<file path="config.mk">
export PLATFORM = sky130hd
export DESIGN_NAME = keypad_event_queue_debounce_core
export DESIGN_NICKNAME = d
export VERILOG_FILES = /design/src/rtl/kevq_pkg.sv /design/src/rtl/kevq_ring.sv /design/src/rtl/kevq_power.sv /design/src/rtl/keypad_event_queue_debounce_core.sv
export SDC_FILE = /design/constraint.sdc
export NUM_CORES = 1
export LEC_CHECK = 0
export BUFFER_PORTS_ARGS = -buffer_cell sky130_fd_sc_hd__buf_2
export CAP_MARGIN = 20
export CORE_ASPECT_RATIO = 1.1
export CORE_MARGIN = 2
export CORE_UTILIZATION = 30
export DETAILED_ROUTE_END_ITERATION = 16
export PLACE_DENSITY = 0.43
export SKIP_CTS_REPAIR_TIMING = 1
export SYNTH_ARGS = -nofsm -noshare
export SYNTH_HDL_FRONTEND = slang
export SYNTH_SLANG_ARGS = --single-unit
</file>
<file path="constraint.sdc">
create_clock -name clk_i -period 6.8 [get_ports clk_i]
set_clock_uncertainty 0.2 [all_clocks]
set_input_delay 1.02 -clock clk_i [delete_from_list [all_inputs] [get_ports clk_i]]
set_output_delay 1.02 -clock clk_i [all_outputs]
set_load 0.005 [all_outputs]
</file>
<file path="src/rtl/kevq_pkg.sv">
`timescale 1ns / 1ps

package kevq_pkg;

  // default sizing
  localparam int unsigned QueueDepthDefault = 16;
  localparam int unsigned TimeWidthDefault  = 32;

  // fixed field widths
  localparam int unsigned KeyWidth     = 3;
  localparam int unsigned FuncWidth    = 2;
  localparam int unsigned NowWidth     = 32;
  localparam int unsigned WindowWidth  = 16;
  localparam int unsigned RunWidth     = 10;
  localparam int unsigned CfgIdxWidth  = 2;
  localparam int unsigned CfgDataWidth = 16;

  // register reset values
  localparam logic [WindowWidth-1:0] RepeatWindowReset = 16'd30;
  localparam logic [RunWidth-1:0]    HoldCountReset    = 10'd250;

  // buttons up, left, ok, right, down, cancel
  localparam logic [KeyWidth-1:0] NumKeys = 3'd6;
  localparam logic [RunWidth-1:0] RunMax  = 10'd1023;

  // configuration register indexes
  localparam logic [CfgIdxWidth-1:0] RegRepeatWindow = 2'd0;
  localparam logic [CfgIdxWidth-1:0] RegHoldCount    = 2'd1;

  typedef logic [KeyWidth-1:0] key_t;

  typedef enum logic [FuncWidth-1:0] {
    FUNC_KEY_EDGE = 2'd0,
    FUNC_READ     = 2'd1,
    FUNC_POWER    = 2'd2,
    FUNC_NONE     = 2'd3
  } func_e;

  // ring request from the control stage
  typedef struct packed {
    logic push;
    logic pop;
    key_t key;
  } ring_ctrl_t;

  // ring status back to the control stage
  typedef struct packed {
    logic full;
    logic empty;
    key_t key;
  } ring_stat_t;

endpackage

</file>
<file path="src/rtl/kevq_ring.sv">
`timescale 1ns / 1ps

module kevq_ring import kevq_pkg::*; #(
  parameter int unsigned QUEUE_DEPTH = QueueDepthDefault
) (
  input  logic       clk_i,
  input  logic       rst_ni,
  input  ring_ctrl_t ctrl_i,
  output ring_stat_t stat_o
);

  localparam int unsigned PtrWidth = $clog2(QUEUE_DEPTH);
  localparam logic [PtrWidth-1:0] PtrLast = PtrWidth'(QUEUE_DEPTH - 1);

  logic [PtrWidth-1:0] wr_ptr_q, wr_ptr_d;
  logic [PtrWidth-1:0] rd_ptr_q, rd_ptr_d;
  logic [PtrWidth-1:0] wr_ptr_nxt, rd_ptr_nxt;
  key_t                store_q [QUEUE_DEPTH];

  // pointer increment with wrap at the last slot
  assign wr_ptr_nxt = (wr_ptr_q == PtrLast) ? '0 : wr_ptr_q + 1'b1;
  assign rd_ptr_nxt = (rd_ptr_q == PtrLast) ? '0 : rd_ptr_q + 1'b1;

  assign wr_ptr_d = ctrl_i.push ? wr_ptr_nxt : wr_ptr_q;
  assign rd_ptr_d = ctrl_i.pop  ? rd_ptr_nxt : rd_ptr_q;

  // one slot stays open so full and empty differ
  assign stat_o.full  = (wr_ptr_nxt == rd_ptr_q);
  assign stat_o.empty = (wr_ptr_q == rd_ptr_q);
  assign stat_o.key   = store_q[rd_ptr_q];

  always_ff @(posedge clk_i or negedge rst_ni) begin
    if (!rst_ni) begin
      wr_ptr_q <= '0;
      rd_ptr_q <= '0;
    end else begin
      wr_ptr_q <= wr_ptr_d;
      rd_ptr_q <= rd_ptr_d;
    end
  end

  // slot storage, no reset
  always_ff @(posedge clk_i) begin
    if (ctrl_i.push) begin
      store_q[wr_ptr_q] <= ctrl_i.key;
    end
  end

endmodule

</file>
<file path="src/rtl/kevq_power.sv">
`timescale 1ns / 1ps

module kevq_power import kevq_pkg::*; (
  input  logic                clk_i,
  input  logic                rst_ni,
  input  logic                sample_i,
  input  logic                level_i,
  input  logic [RunWidth-1:0] hold_count_i,
  output logic                halt_d_o,
  output logic                halt_q_o
);

  logic [RunWidth-1:0] run_q, run_d, run_inc;
  logic                halt_q, halt_d;

  // saturating run of high samples
  assign run_inc = (run_q == RunMax) ? run_q : run_q + 1'b1;

  always_comb begin
    run_d  = run_q;
    halt_d = halt_q;
    if (sample_i) begin
      if (level_i) begin
        run_d = run_inc;
        if (run_inc >= hold_count_i) begin
          halt_d = 1'b1;
        end
      end else begin
        run_d = '0;
      end
    end
  end

  always_ff @(posedge clk_i or negedge rst_ni) begin
    if (!rst_ni) begin
      run_q  <= '0;
      halt_q <= 1'b0;
    end else begin
      run_q  <= run_d;
      halt_q <= halt_d;
    end
  end

  assign halt_d_o = halt_d;
  assign halt_q_o = halt_q;

endmodule

</file>
<file path="src/rtl/keypad_event_queue_debounce_core.sv">
`timescale 1ns / 1ps

// channel  direction  handshake                    payload
// in       in         in_valid_i / in_ready_o      in_func_i, in_key_index_i, in_pin_level_i,
//                                                  in_now_ticks_i
// out      out        out_valid_o / out_ready_i    out_key_valid_o, out_key_out_o,
//                                                  out_queue_empty_o, out_repeat_dropped_o,
//                                                  out_overflow_o, out_halt_o
// cfg      in         cfg_valid_i / cfg_ready_o    cfg_index_i, cfg_data_i
//
// an item is captured in the input register, worked by the single pass of queue, repeat and
// power logic and its result lands in the output register; one item per cycle is sustained
// while the output is not stalled.
// reset clears pointers, repeat tracking, run counter and halt; queue slots are not cleared.
// a stalled output holds the input register, and in_ready_o drops only then.
// configuration writes are always taken.

module keypad_event_queue_debounce_core import kevq_pkg::*; #(
  parameter int unsigned QUEUE_DEPTH = QueueDepthDefault,
  parameter int unsigned TIME_WIDTH  = TimeWidthDefault
) (
  input  logic                    clk_i,
  input  logic                    rst_ni,
  input  logic                    in_valid_i,
  output logic                    in_ready_o,
  input  logic [FuncWidth-1:0]    in_func_i,
  input  logic [KeyWidth-1:0]     in_key_index_i,
  input  logic                    in_pin_level_i,
  input  logic [NowWidth-1:0]     in_now_ticks_i,
  output logic                    out_valid_o,
  input  logic                    out_ready_i,
  output logic                    out_key_valid_o,
  output logic [KeyWidth-1:0]     out_key_out_o,
  output logic                    out_queue_empty_o,
  output logic                    out_repeat_dropped_o,
  output logic                    out_overflow_o,
  output logic                    out_halt_o,
  input  logic                    cfg_valid_i,
  output logic                    cfg_ready_o,
  input  logic [CfgIdxWidth-1:0]  cfg_index_i,
  input  logic [CfgDataWidth-1:0] cfg_data_i
);

  localparam int unsigned NowUsed = (TIME_WIDTH < NowWidth) ? TIME_WIDTH : NowWidth;

  // configuration registers
  logic [WindowWidth-1:0] repeat_window_q;
  logic [RunWidth-1:0]    hold_count_q;

  // input register
  logic                  s1_valid_q;
  func_e                 s1_func_q;
  key_t                  s1_key_q;
  logic                  s1_level_q;
  logic [TIME_WIDTH-1:0] s1_now_q;

  // repeat tracking
  key_t                  last_key_q;
  logic                  last_valid_q;
  logic [TIME_WIDTH-1:0] last_time_q;

  // result register
  logic out_valid_q;
  logic key_valid_q, queue_empty_q, repeat_q, overflow_q, halt_out_q;
  key_t key_out_q;

  logic                  advance;
  logic                  is_press, is_repeat, is_read, push_ok;
  logic [TIME_WIDTH-1:0] diff;
  ring_ctrl_t            ring_ctrl;
  ring_stat_t            ring_stat;
  logic                  halt_d, halt_q;

  assign cfg_ready_o = 1'b1;

  always_ff @(posedge clk_i or negedge rst_ni) begin
    if (!rst_ni) begin
      repeat_window_q <= RepeatWindowReset;
      hold_count_q    <= HoldCountReset;
    end else if (cfg_valid_i) begin
      case (cfg_index_i)
        RegRepeatWindow: repeat_window_q <= cfg_data_i[WindowWidth-1:0];
        RegHoldCount:    hold_count_q    <= cfg_data_i[RunWidth-1:0];
        default:         ;
      endcase
    end
  end

  // pipeline flow
  assign advance    = s1_valid_q && (!out_valid_q || out_ready_i);
  assign in_ready_o = !s1_valid_q || advance;

  always_ff @(posedge clk_i or negedge rst_ni) begin
    if (!rst_ni) begin
      s1_valid_q <= 1'b0;
    end else if (in_ready_o) begin
      s1_valid_q <= in_valid_i;
    end
  end

  always_ff @(posedge clk_i) begin
    if (in_ready_o && in_valid_i) begin
      s1_func_q  <= func_e'(in_func_i);
      s1_key_q   <= in_key_index_i;
      s1_level_q <= in_pin_level_i;
      s1_now_q   <= TIME_WIDTH'(in_now_ticks_i[NowUsed-1:0]);
    end
  end

  // key edge decode and repeat window test
  assign diff      = s1_now_q - last_time_q;
  assign is_press  = (s1_func_q == FUNC_KEY_EDGE) && !s1_level_q && (s1_key_q < NumKeys);
  assign is_repeat = is_press && last_valid_q && (s1_key_q == last_key_q) &&
                     (diff < TIME_WIDTH'(repeat_window_q));
  assign push_ok   = is_press && !is_repeat && !ring_stat.full;
  assign is_read   = (s1_func_q == FUNC_READ);

  assign ring_ctrl.push = advance && push_ok;
  assign ring_ctrl.pop  = advance && is_read && !ring_stat.empty;
  assign ring_ctrl.key  = s1_key_q;

  kevq_ring #(
    .QUEUE_DEPTH(QUEUE_DEPTH)
  ) u_ring (
    .clk_i (clk_i),
    .rst_ni(rst_ni),
    .ctrl_i(ring_ctrl),
    .stat_o(ring_stat)
  );

  kevq_power u_power (
    .clk_i       (clk_i),
    .rst_ni      (rst_ni),
    .sample_i    (advance && (s1_func_q == FUNC_POWER)),
    .level_i     (s1_level_q),
    .hold_count_i(hold_count_q),
    .halt_d_o    (halt_d),
    .halt_q_o    (halt_q)
  );

  // last queued key, kept even after it is popped
  always_ff @(posedge clk_i or negedge rst_ni) begin
    if (!rst_ni) begin
      last_key_q   <= '0;
      last_valid_q <= 1'b0;
      last_time_q  <= '0;
    end else if (ring_ctrl.push) begin
      last_key_q   <= s1_key_q;
      last_valid_q <= 1'b1;
      last_time_q  <= s1_now_q;
    end
  end

  // result register
  always_ff @(posedge clk_i or negedge rst_ni) begin
    if (!rst_ni) begin
      out_valid_q <= 1'b0;
    end else if (advance) begin
      out_valid_q <= 1'b1;
    end else if (out_ready_i) begin
      out_valid_q <= 1'b0;
    end
  end

  always_ff @(posedge clk_i) begin
    if (advance) begin
      key_valid_q   <= is_read && !ring_stat.empty;
      key_out_q     <= (is_read && !ring_stat.empty) ? ring_stat.key : '0;
      queue_empty_q <= is_read && ring_stat.empty;
      repeat_q      <= is_repeat;
      overflow_q    <= is_press && !is_repeat && ring_stat.full;
      halt_out_q    <= halt_d;
    end
  end

  assign out_valid_o          = out_valid_q;
  assign out_key_valid_o      = key_valid_q;
  assign out_key_out_o        = key_out_q;
  assign out_queue_empty_o    = queue_empty_q;
  assign out_repeat_dropped_o = repeat_q;
  assign out_overflow_o       = overflow_q;
  assign out_halt_o           = halt_out_q;

  // at most one outcome flag per result
  a_one_outcome: assert property (@(posedge clk_i) disable iff (!rst_ni)
    out_valid_o |-> $onehot0({out_key_valid_o, out_queue_empty_o,
                              out_repeat_dropped_o, out_overflow_o}))
    else $error("more than one outcome flag in a result");

  // halt never falls once raised
  a_halt_sticky: assert property (@(posedge clk_i) disable iff (!rst_ni)
    halt_q |=> halt_q)
    else $error("halt cleared without reset");

  // popped key is zero unless a key was returned
  a_key_zero: assert property (@(posedge clk_i) disable iff (!rst_ni)
    (out_valid_o && !out_key_valid_o) |-> (out_key_out_o == '0))
    else $error("key_out set without key_valid");

  // input stalls only behind a stalled result
  a_stall_cause: assert property (@(posedge clk_i) disable iff (!rst_ni)
    !in_ready_o |-> (out_valid_o && !out_ready_i))
    else $error("input stalled while output free");

endmodule

</file>
==> impl_metrics.toml, run 1 <==
[status]
status = "finished clean"

[worst_setup_path]
critPathKind = "register to register"
start_kind = "register"
crit_arrival_ps = 5880
critPathCaptureType = "register"
cp.required_ps = 6740
crit_path_max_fanout = 31
reg2reg_depth = 19

[global_routing]
antenna_found_initial = 0
overflow = 0
grtUsageTotal = 0.142
first_global_vias = 6687
grt_max_degree = 51
grt_first_pass_wirelength_um = 36800

[final_layout]
areaGrowthSynthToFinish_pct = 14.4
multiInputGateArea_um2 = 4350
final_cell_mix = "edfxtp_1, dfrtp_1, inv_1"
seqCellArea_um2 = 4910
drive_above_1_share = 0.178
fin_area_um2 = 11000
antenna_cells = 0
nets = 1032
nFillCells = 3160
layout_commonest_cell = "edfxtp_1"

[synthesis]
ys_ff_latch = 177
synth_edf_count = 94
synth_adder_area_share = 0.0824
synth.net_count = 963
synth-xor-area-share = 0.0363
synth-seq-area-share = 0.509
synthesis.area_um2 = 9650
yosys.area_share.simple = 0.117
async_flop_share = 0.469
ys.flop_type = "edfxtp_1"
syn_inst = 839
synth-compound-area-share = 0.117
muxShareOfSynthArea = 0.0963
syn_avg_cell_area_um2 = 11.5
yosys.cell_types.count = 71
yosys_warnings = 0
synth_top_family_by_area = "simple AND/OR/NAND/NOR gates"

[detailed_routing]
drtAntennaViolNets = 0
via_per_inst = 4.76
routed.top_layer = "met4"
wire_per_inst_um = 16.9
wl_met3_um = 479
num_vias = 6378
wl_met1_um = 10600
drt_iter0_drc = 364
wirelength_um = 22600
drc_errors = 0
dr_wl_met2_um = 11100
dr.pass1.iters = 5

[clocking]
clock_path_buffers = 2
clk_latency_ps = 440
cts_buffers = 17
cts_tree = "built"
path_clk_slew_ps = 80
root_buffer = "clkbuf_16"
clock_sinks = 177
cts_max_level = 4

[power]
p_switching_uw = 1770
p_int_uw = 2670
p_comb_frac = 0.452
p_per_area_nw_per_um2 = 403
leakage_uw = 0.00460
peakVddDrop_uv = 188
switching_share = 0.399
clkPwrFrac = 0.223
seqPwrFrac = 0.325

[placement]
placed_area_um2 = 10500
portBuffers = 70
dpl.hpwl_um = 16800
place.gp.congestion = 0.844

[timing]
rsz0062_at_grt = "no"
max_slew_margin = 0.424
setup-tns-final_ps = 0
finalCritPeriodShare = 0.875
fin_crit_ps = 5950
tightestPinTransition_ps = 841
fmax_mhz = 168
setup_viol = 0
slew_violations = 0
hold_slack_ps = 278
hold_violations = 0

[floorplanning]
die_area_um2 = 33600
die_y_um = 192
coreArea_um2 = 31600
io_pins = 72
rows = 68
die_w_um = 175
start_util = 0.306

[worst_hold_path]
hp-class = "register to register"
hold_depth = 1

[job]
maxCapViolCount = 0
[cell families (layout without fill, tap and decap cells)]
logic type / count (synthesis) / count (layout)
buffers and inverters: 98 / 180
XOR/XNOR: 40 / 40
adder cells (fa/ha/maj): 63 / 63
flip-flops: 177 / 177
multiplexers: 68 / 68
AO/OA/AOI/OAI: 174 / 174
AND/OR/NAND/NOR: 218 / 218
other: 1 / 1
[synth_stat cells, drive strengths merged, types with 10 or more instances]
master	n	share of area
nand2b	10	0.0065
nor3	10	0.0052
clkbuf	17	0.0066
o21ai	48	0.025
nand3	10	0.0052
dfstp	10	0.027
ha	62	0.080
edfxtp	94	0.29
buf	11	0.0078
dfrtp	73	0.19
a21o	16	0.012
and3	23	0.015
nand4	16	0.010
nor2	45	0.018
xnor2	24	0.022
nand2	60	0.023
a21oi	47	0.025
inv	70	0.027
mux4	15	0.035
mux2	49	0.057
xor2	16	0.015
[cell type report]
cell class / count / area share
timing repair buffer: 78 / 0.0374
clock buffer: 18 / 0.0388
inverter: 70 / 0.0238
sequential: 177 / 0.445
tap: 420 / 0.0476
clock inverter: 14 / 0.0143
multi-input combinational: 564 / 0.393
[worst max-delay path, stage by stage (launching register included)]
cell and delay, ps:
edfxtp_1 350, inv_1 50, ha_1 230, fa_1 410, nand2b_1 180, a21oi_1 310
nor2_1 130, o21ai_0 320, a31oi_1 170, xnor2_1 180, ha_1 310, nand4_1 130
a2111oi_0 750, nor4_1 130, nor4b_1 190, nand4_1 170, nor4_4 80, nor2_4 590
buf_4 490, and3_1 280
[worst paths after layout]
kind	from	slack [ps]	endpoint
max	s1_now_q[0]$_DFFE_PP_	850	u_ring.store_q[7][2]$_DFFE_PP_
min	last_valid_q$_DFFE_PN0P_	280	last_valid_q$_DFFE_PN0P_
max reg2reg	s1_now_q[0]$_DFFE_PP_	850	u_ring.store_q[7][2]$_DFFE_PP_
min reg2reg	last_valid_q$_DFFE_PN0P_	280	last_valid_q$_DFFE_PN0P_
max in group asynchronous	rst_ni	4990	hold_count_q[9]$_DFFE_PN0P_
min in group asynchronous	rst_ni	350	u_ring.rd_ptr_q[1]$_DFFE_PN0P_
[power groups by stage]
stage / clock network [uW] / logic (uW) / registers, uW
4_1_cts: 1020 / 2030 / 1450
2_1_floorplan: 0 / 1520 / 1430
5_1_grt: 1080 / 2270 / 1480
3_3_place_gp: 0 / 2030 / 1470
3_5_place_dp: 0 / 2020 / 1470
6_report: 991 / 2010 / 1450
[metrics by stage]
stage | std cells | util | total power [uW] | setup WS [ps]
after global routing | 1341 | 0.350 | 4820 | 396
after floorplan | 839 | - | 2950 | 2250
after CTS | 1341 | 0.350 | 4500 | 816
after global placement | 1309 | 0.331 | 3500 | 900
final | 1341 | 0.350 | 4450 | 853
after detailed placement | 1309 | 0.331 | 3490 | 844
[layer usage]
layer	up-vias	GRT usage
met5	-	0
met4	0	0.0436
met3	25	0.0245
met2	80	0.244
met1	3070	0.182
li1	3203	-
[flip-flops by register name, summed over array words and instances (netlist names), 4 cells and up]
| register | cells |
|---|---|
| u_power.run_q | 10 |
| last_time_q | 32 |
| u_ring.rd_ptr_q | 4 |
| u_ring.wr_ptr_q | 4 |
| u_ring.store_q | 48 |
| s1_now_q | 32 |
| hold_count_q | 10 |
| repeat_window_q | 16 |
No activity file was read; power rests on OpenSTA's default activity.
==> run 2, diff against run 1 <==
clock period = 5.7 ns   (was 6.8 ns; I/O delays follow)
==> impl_metrics.toml, run 2 (synthesized netlist as in run 1, its figures left out) <==
[status]
status = "finished clean"

[clocking]
clock_path_buffers = 2
cts_buffers = 17
clock_sinks = 177
path_clk_slew_ps = 80
cts_max_level = 4
root_buffer = "clkbuf_16"
clk_latency_ps = 440
cts_tree = "built"

[global_routing]
grtUsageTotal = 0.141
overflow = 0
grt_first_pass_wirelength_um = 36700
first_global_vias = 6690
grt_max_degree = 43
antenna_found_initial = 0

[placement]
dpl.hpwl_um = 16700
portBuffers = 70
place.gp.congestion = 0.861

[detailed_routing]
drt_iter0_drc = 353
routed.top_layer = "met4"
wl_met3_um = 755
drc_errors = 0
wirelength_um = 22500
dr_wl_met2_um = 11000
dr.pass1.iters = 5
num_vias = 6520
via_per_inst = 4.86
wl_met1_um = 10300
drtAntennaViolNets = 0
wire_per_inst_um = 16.8

[power]
p_per_area_nw_per_um2 = 477
total_power_uw = 5280
leakage_uw = 0.00461
peakVddDrop_uv = 226

[final_layout]
nets = 1033
final_cell_mix = "edfxtp_1, dfrtp_1, inv_1"
largest_register = "u_ring.store_q"
antenna_cells = 0
drive_above_1_share = 0.180
top_regs = "u_ring.store_q (48), last_time_q (32), s1_now_q (32)"
layout_commonest_cell = "edfxtp_1"
areaGrowthSynthToFinish_pct = 14.6
largest_reg_flops = 48
final_util = 0.350

[timing]
setup_viol = 0
slew_violations = 0
setup-tns-final_ps = 0
rsz0062_at_grt = "no"
fin_crit_ps = 5190
max_slew_margin = 0.473
fmax_mhz = 193
hold_violations = 0
finalCritPeriodShare = 0.910
tightestPinTransition_ps = 790

[worst_setup_path]
crit_arrival_ps = 5180
crit_path_max_fanout = 31
worst_r2r_endpoint = "u_ring.store_q[14][0]$_DFFE_PP_"
rr_startpoint = "s1_now_q[0]$_DFFE_PP_"
critPathKind = "register to register"
critPathCaptureType = "register"
cp.required_ps = 5690
reg2reg_depth = 20
r2r_slack_ps = 510
start_kind = "register"

[floorplanning]
die_w_um = 175
start_util = 0.306
rows = 68
coreArea_um2 = 31600
io_pins = 72
die_y_um = 192
die_area_um2 = 33600

[worst_hold_path]
hp-class = "input port to async pin"

[job]
maxCapViolCount = 0
-- run 2: changes by cell type in the layout (fill, tap and decap cells not counted) --
| cell | delta |
|---|---|
| clkinv_4 | -1 |
| buf_8 | +1 |
| clkbuf_1 | -1 |
| clkinvlp_4 | +1 |
| clkinv_2 | +1 |
-- run 2: power by group --
part / internal (uW) / leakage [uW] / switching, uW
Combinational: 1010 / 0.00245 / 1330
Clock: 589 / 0.000286 / 580
Sequential: 1590 / 0.00188 / 182
-- run 2: stage by stage --
| stage | cells | worst slack, ps | hold WS [ps] | instance area, um2 |
|---|---|---|---|---|
| 2_1_floorplan | 839 | 1150 | 234 | 9650 |
| 3_3_place_gp | 1309 | 395 | 257 | 10500 |
| 3_5_place_dp | 1309 | 424 | 255 | 10500 |
| 4_1_cts | 1341 | 394 | 243 | 11000 |
| 5_1_grt | 1342 | 84.4 | 259 | 11100 |
| 6_report | 1342 | 511 | 199 | 11100 |
-- run 2: final cells by class --
class,count,area [um2]
clock inverter,15,161
clock buffer,17,425
inverter,70,263
sequential,177,4910
timing repair buffer,79,428
tap,420,526
multi-input combinational,564,4350
fill,3173,20500
-- run 2: worst max-delay path by stage --
stage,start,endpoint,slack (ps),cells past startpoint
2_1_floorplan,s1_now_q[0]$_DFFE_PP_,u_ring.store_q[0][0]$_DFFE_PP_,1150,20
3_3_place_gp,s1_now_q[0]$_DFFE_PP_,u_ring.store_q[2][1]$_DFFE_PP_,390,19
3_5_place_dp,s1_now_q[0]$_DFFE_PP_,u_ring.store_q[2][1]$_DFFE_PP_,420,19
4_1_cts,s1_now_q[0]$_DFFE_PP_,u_ring.store_q[2][1]$_DFFE_PP_,390,19
5_1_grt,s1_now_q[0]$_DFFE_PP_,u_ring.store_q[14][0]$_DFFE_PP_,80,20
6_report,s1_now_q[0]$_DFFE_PP_,u_ring.store_q[14][0]$_DFFE_PP_,510,20
-- run 2: critical path, cell delays in order (launching register included) --
cell      delay [ps]
edfxtp_1         340
inv_1             40
ha_1             220
fa_1             400
nand2b_1         180
a21oi_1          300
nor2_1           130
o21ai_0          310
a31oi_1          150
xnor2_1          190
ha_1             260
nor2b_1          130
o21ai_0          150
a21oi_1          120
nor4_1           350
nor4b_1          300
nand4_1          180
nor4_4           410
nor2_4            50
buf_4            260
and3_1           270
-- run 2: per-layer routing --
layer  GRT usage  up-vias
li1            -     3209
met1       0.180     3163
met2       0.241      122
met3      0.0289       26
met4      0.0452        0
met5           0        -
==> run 3, diff against run 2 <==
MAX_ROUTING_LAYER = met4   (was unset)
==> impl_metrics.toml, run 3 (synthesized netlist as in run 1, its figures left out) <==
[global_routing]
grtUsageTotal = 0.145
antenna_found_initial = 0
overflow = 0
first_global_vias = 6691
grt_first_pass_wirelength_um = 36700
grt_max_degree = 43

[timing]
max_slew_margin = 0.469
setup-tns-final_ps = 0
hold_slack_ps = 198
tightestPinTransition_ps = 797
finalCritPeriodShare = 0.909
setup_ws_ps = 521
fin_crit_ps = 5180
slew_violations = 0
fmax_mhz = 193
rsz0062_at_grt = "no"
setup_viol = 0
hold_violations = 0

[final_layout]
antenna_cells = 0
largest_register = "u_ring.store_q"
areaGrowthSynthToFinish_pct = 14.6
top_regs = "u_ring.store_q (48), last_time_q (32), s1_now_q (32)"
drive_above_1_share = 0.180
final_cell_mix = "edfxtp_1, dfrtp_1, inv_1"
nets = 1033
largest_reg_flops = 48
layout_commonest_cell = "edfxtp_1"

[worst_setup_path]
rr_startpoint = "s1_now_q[0]$_DFFE_PP_"
critPathKind = "register to register"
start_kind = "register"
crit_path_max_fanout = 31
cp.required_ps = 5690
crit_arrival_ps = 5170
critical_path.startpoint = "s1_now_q[0]$_DFFE_PP_"
critPathCaptureType = "register"

[floorplanning]
rows = 68
coreArea_um2 = 31600
die_area_um2 = 33600
die_y_um = 192
die_w_um = 175
start_util = 0.306
io_pins = 72

[power]
peakVddDrop_uv = 227
clkPwrFrac = 0.222
p_per_area_nw_per_um2 = 477
switching_share = 0.396
leakage_uw = 0.00461
p_int_uw = 3190
p_switching_uw = 2090
total_power_uw = 5280
p_comb_frac = 0.443
seqPwrFrac = 0.335

[detailed_routing]
drc_errors = 0
via_per_inst = 4.85
wire_per_inst_um = 16.8
wl_met1_um = 10400
drtAntennaViolNets = 0
drt_iter0_drc = 324
routed.top_layer = "met4"
num_vias = 6511
dr.pass1.iters = 5
wl_met3_um = 672
dr_wl_met2_um = 11000
wirelength_um = 22500

[clocking]
cts_buffers = 17
clock_path_buffers = 2
path_clk_slew_ps = 80
root_buffer = "clkbuf_16"
clk_latency_ps = 440
clock_sinks = 177
cts_tree = "built"
cts_max_level = 4

[placement]
dpl.hpwl_um = 16700
place.gp.congestion = 0.876
place_ws_ps = 424
portBuffers = 70

[status]
status = "finished clean"

[job]
maxCapViolCount = 0

[worst_hold_path]
hp-class = "input port to async pin"
[run 3: worst paths after layout]
check	to	slack [ps]	depth (start not counted)
worst max-delay path	u_ring.store_q[14][0]$_DFFE_PP_	520	20
worst min-delay path	u_ring.rd_ptr_q[3]$_DFFE_PN0P_	200	1
min in group clk_i	last_time_q[9]$_DFFE_PN0P_	280	1
worst min register to register	last_time_q[9]$_DFFE_PN0P_	280	1
max in group asynchronous	repeat_window_q[11]$_DFFE_PN0P_	4090	2
worst max register to register	u_ring.store_q[14][0]$_DFFE_PP_	520	20
[run 3: layout make-up]
| cell class | count | area [um2] |
|---|---|---|
| fill | 3173 | 20500 |
| sequential | 177 | 4910 |
| multi-input combinational | 564 | 4350 |
| tap | 420 | 526 |
| timing repair buffer | 79 | 428 |
| clock buffer | 17 | 425 |
| inverter | 70 | 263 |
| clock inverter | 15 | 161 |
[run 3: power groups by stage]
| stage | clock (uW) | combinational (uW) | sequential (uW) |
|---|---|---|---|
| after floorplan | 0 | 1820 | 1710 |
| after global placement | 0 | 2340 | 1820 |
| after detailed placement | 0 | 2320 | 1820 |
| after CTS | 1210 | 2330 | 1790 |
| after global routing | 1260 | 2660 | 1810 |
| final | 1170 | 2340 | 1770 |
[run 3: layer usage]
metal | up-vias | global-route usage
met5 | - | -
met4 | 0 | 0.0452
met3 | 24 | 0.0277
met2 | 114 | 0.241
met1 | 3164 | 0.181
li1 | 3209 | -
[run 3: metrics by stage]
stage,cells,area [um2],utilization
4_1_cts,1341,11000,0.350
3_5_place_dp,1309,10500,0.331
5_1_grt,1342,11100,0.350
2_1_floorplan,839,9650,-
6_report,1342,11100,0.350
3_3_place_gp,1309,10500,0.331
[run 3: worst max-delay path, cell delays in order (launching register included)]
cell and delay, ps:
edfxtp_1 340, inv_1 40, ha_1 220, fa_1 400, nand2b_1 180, a21oi_1 300, nor2_1 130, o21ai_0 310
a31oi_1 150, xnor2_1 190, ha_1 260, nor2b_1 130, o21ai_0 150, a21oi_1 120, nor4_1 350, nor4b_1 300
nand4_1 180, nor4_4 410, nor2_4 50, buf_4 260, and3_1 270
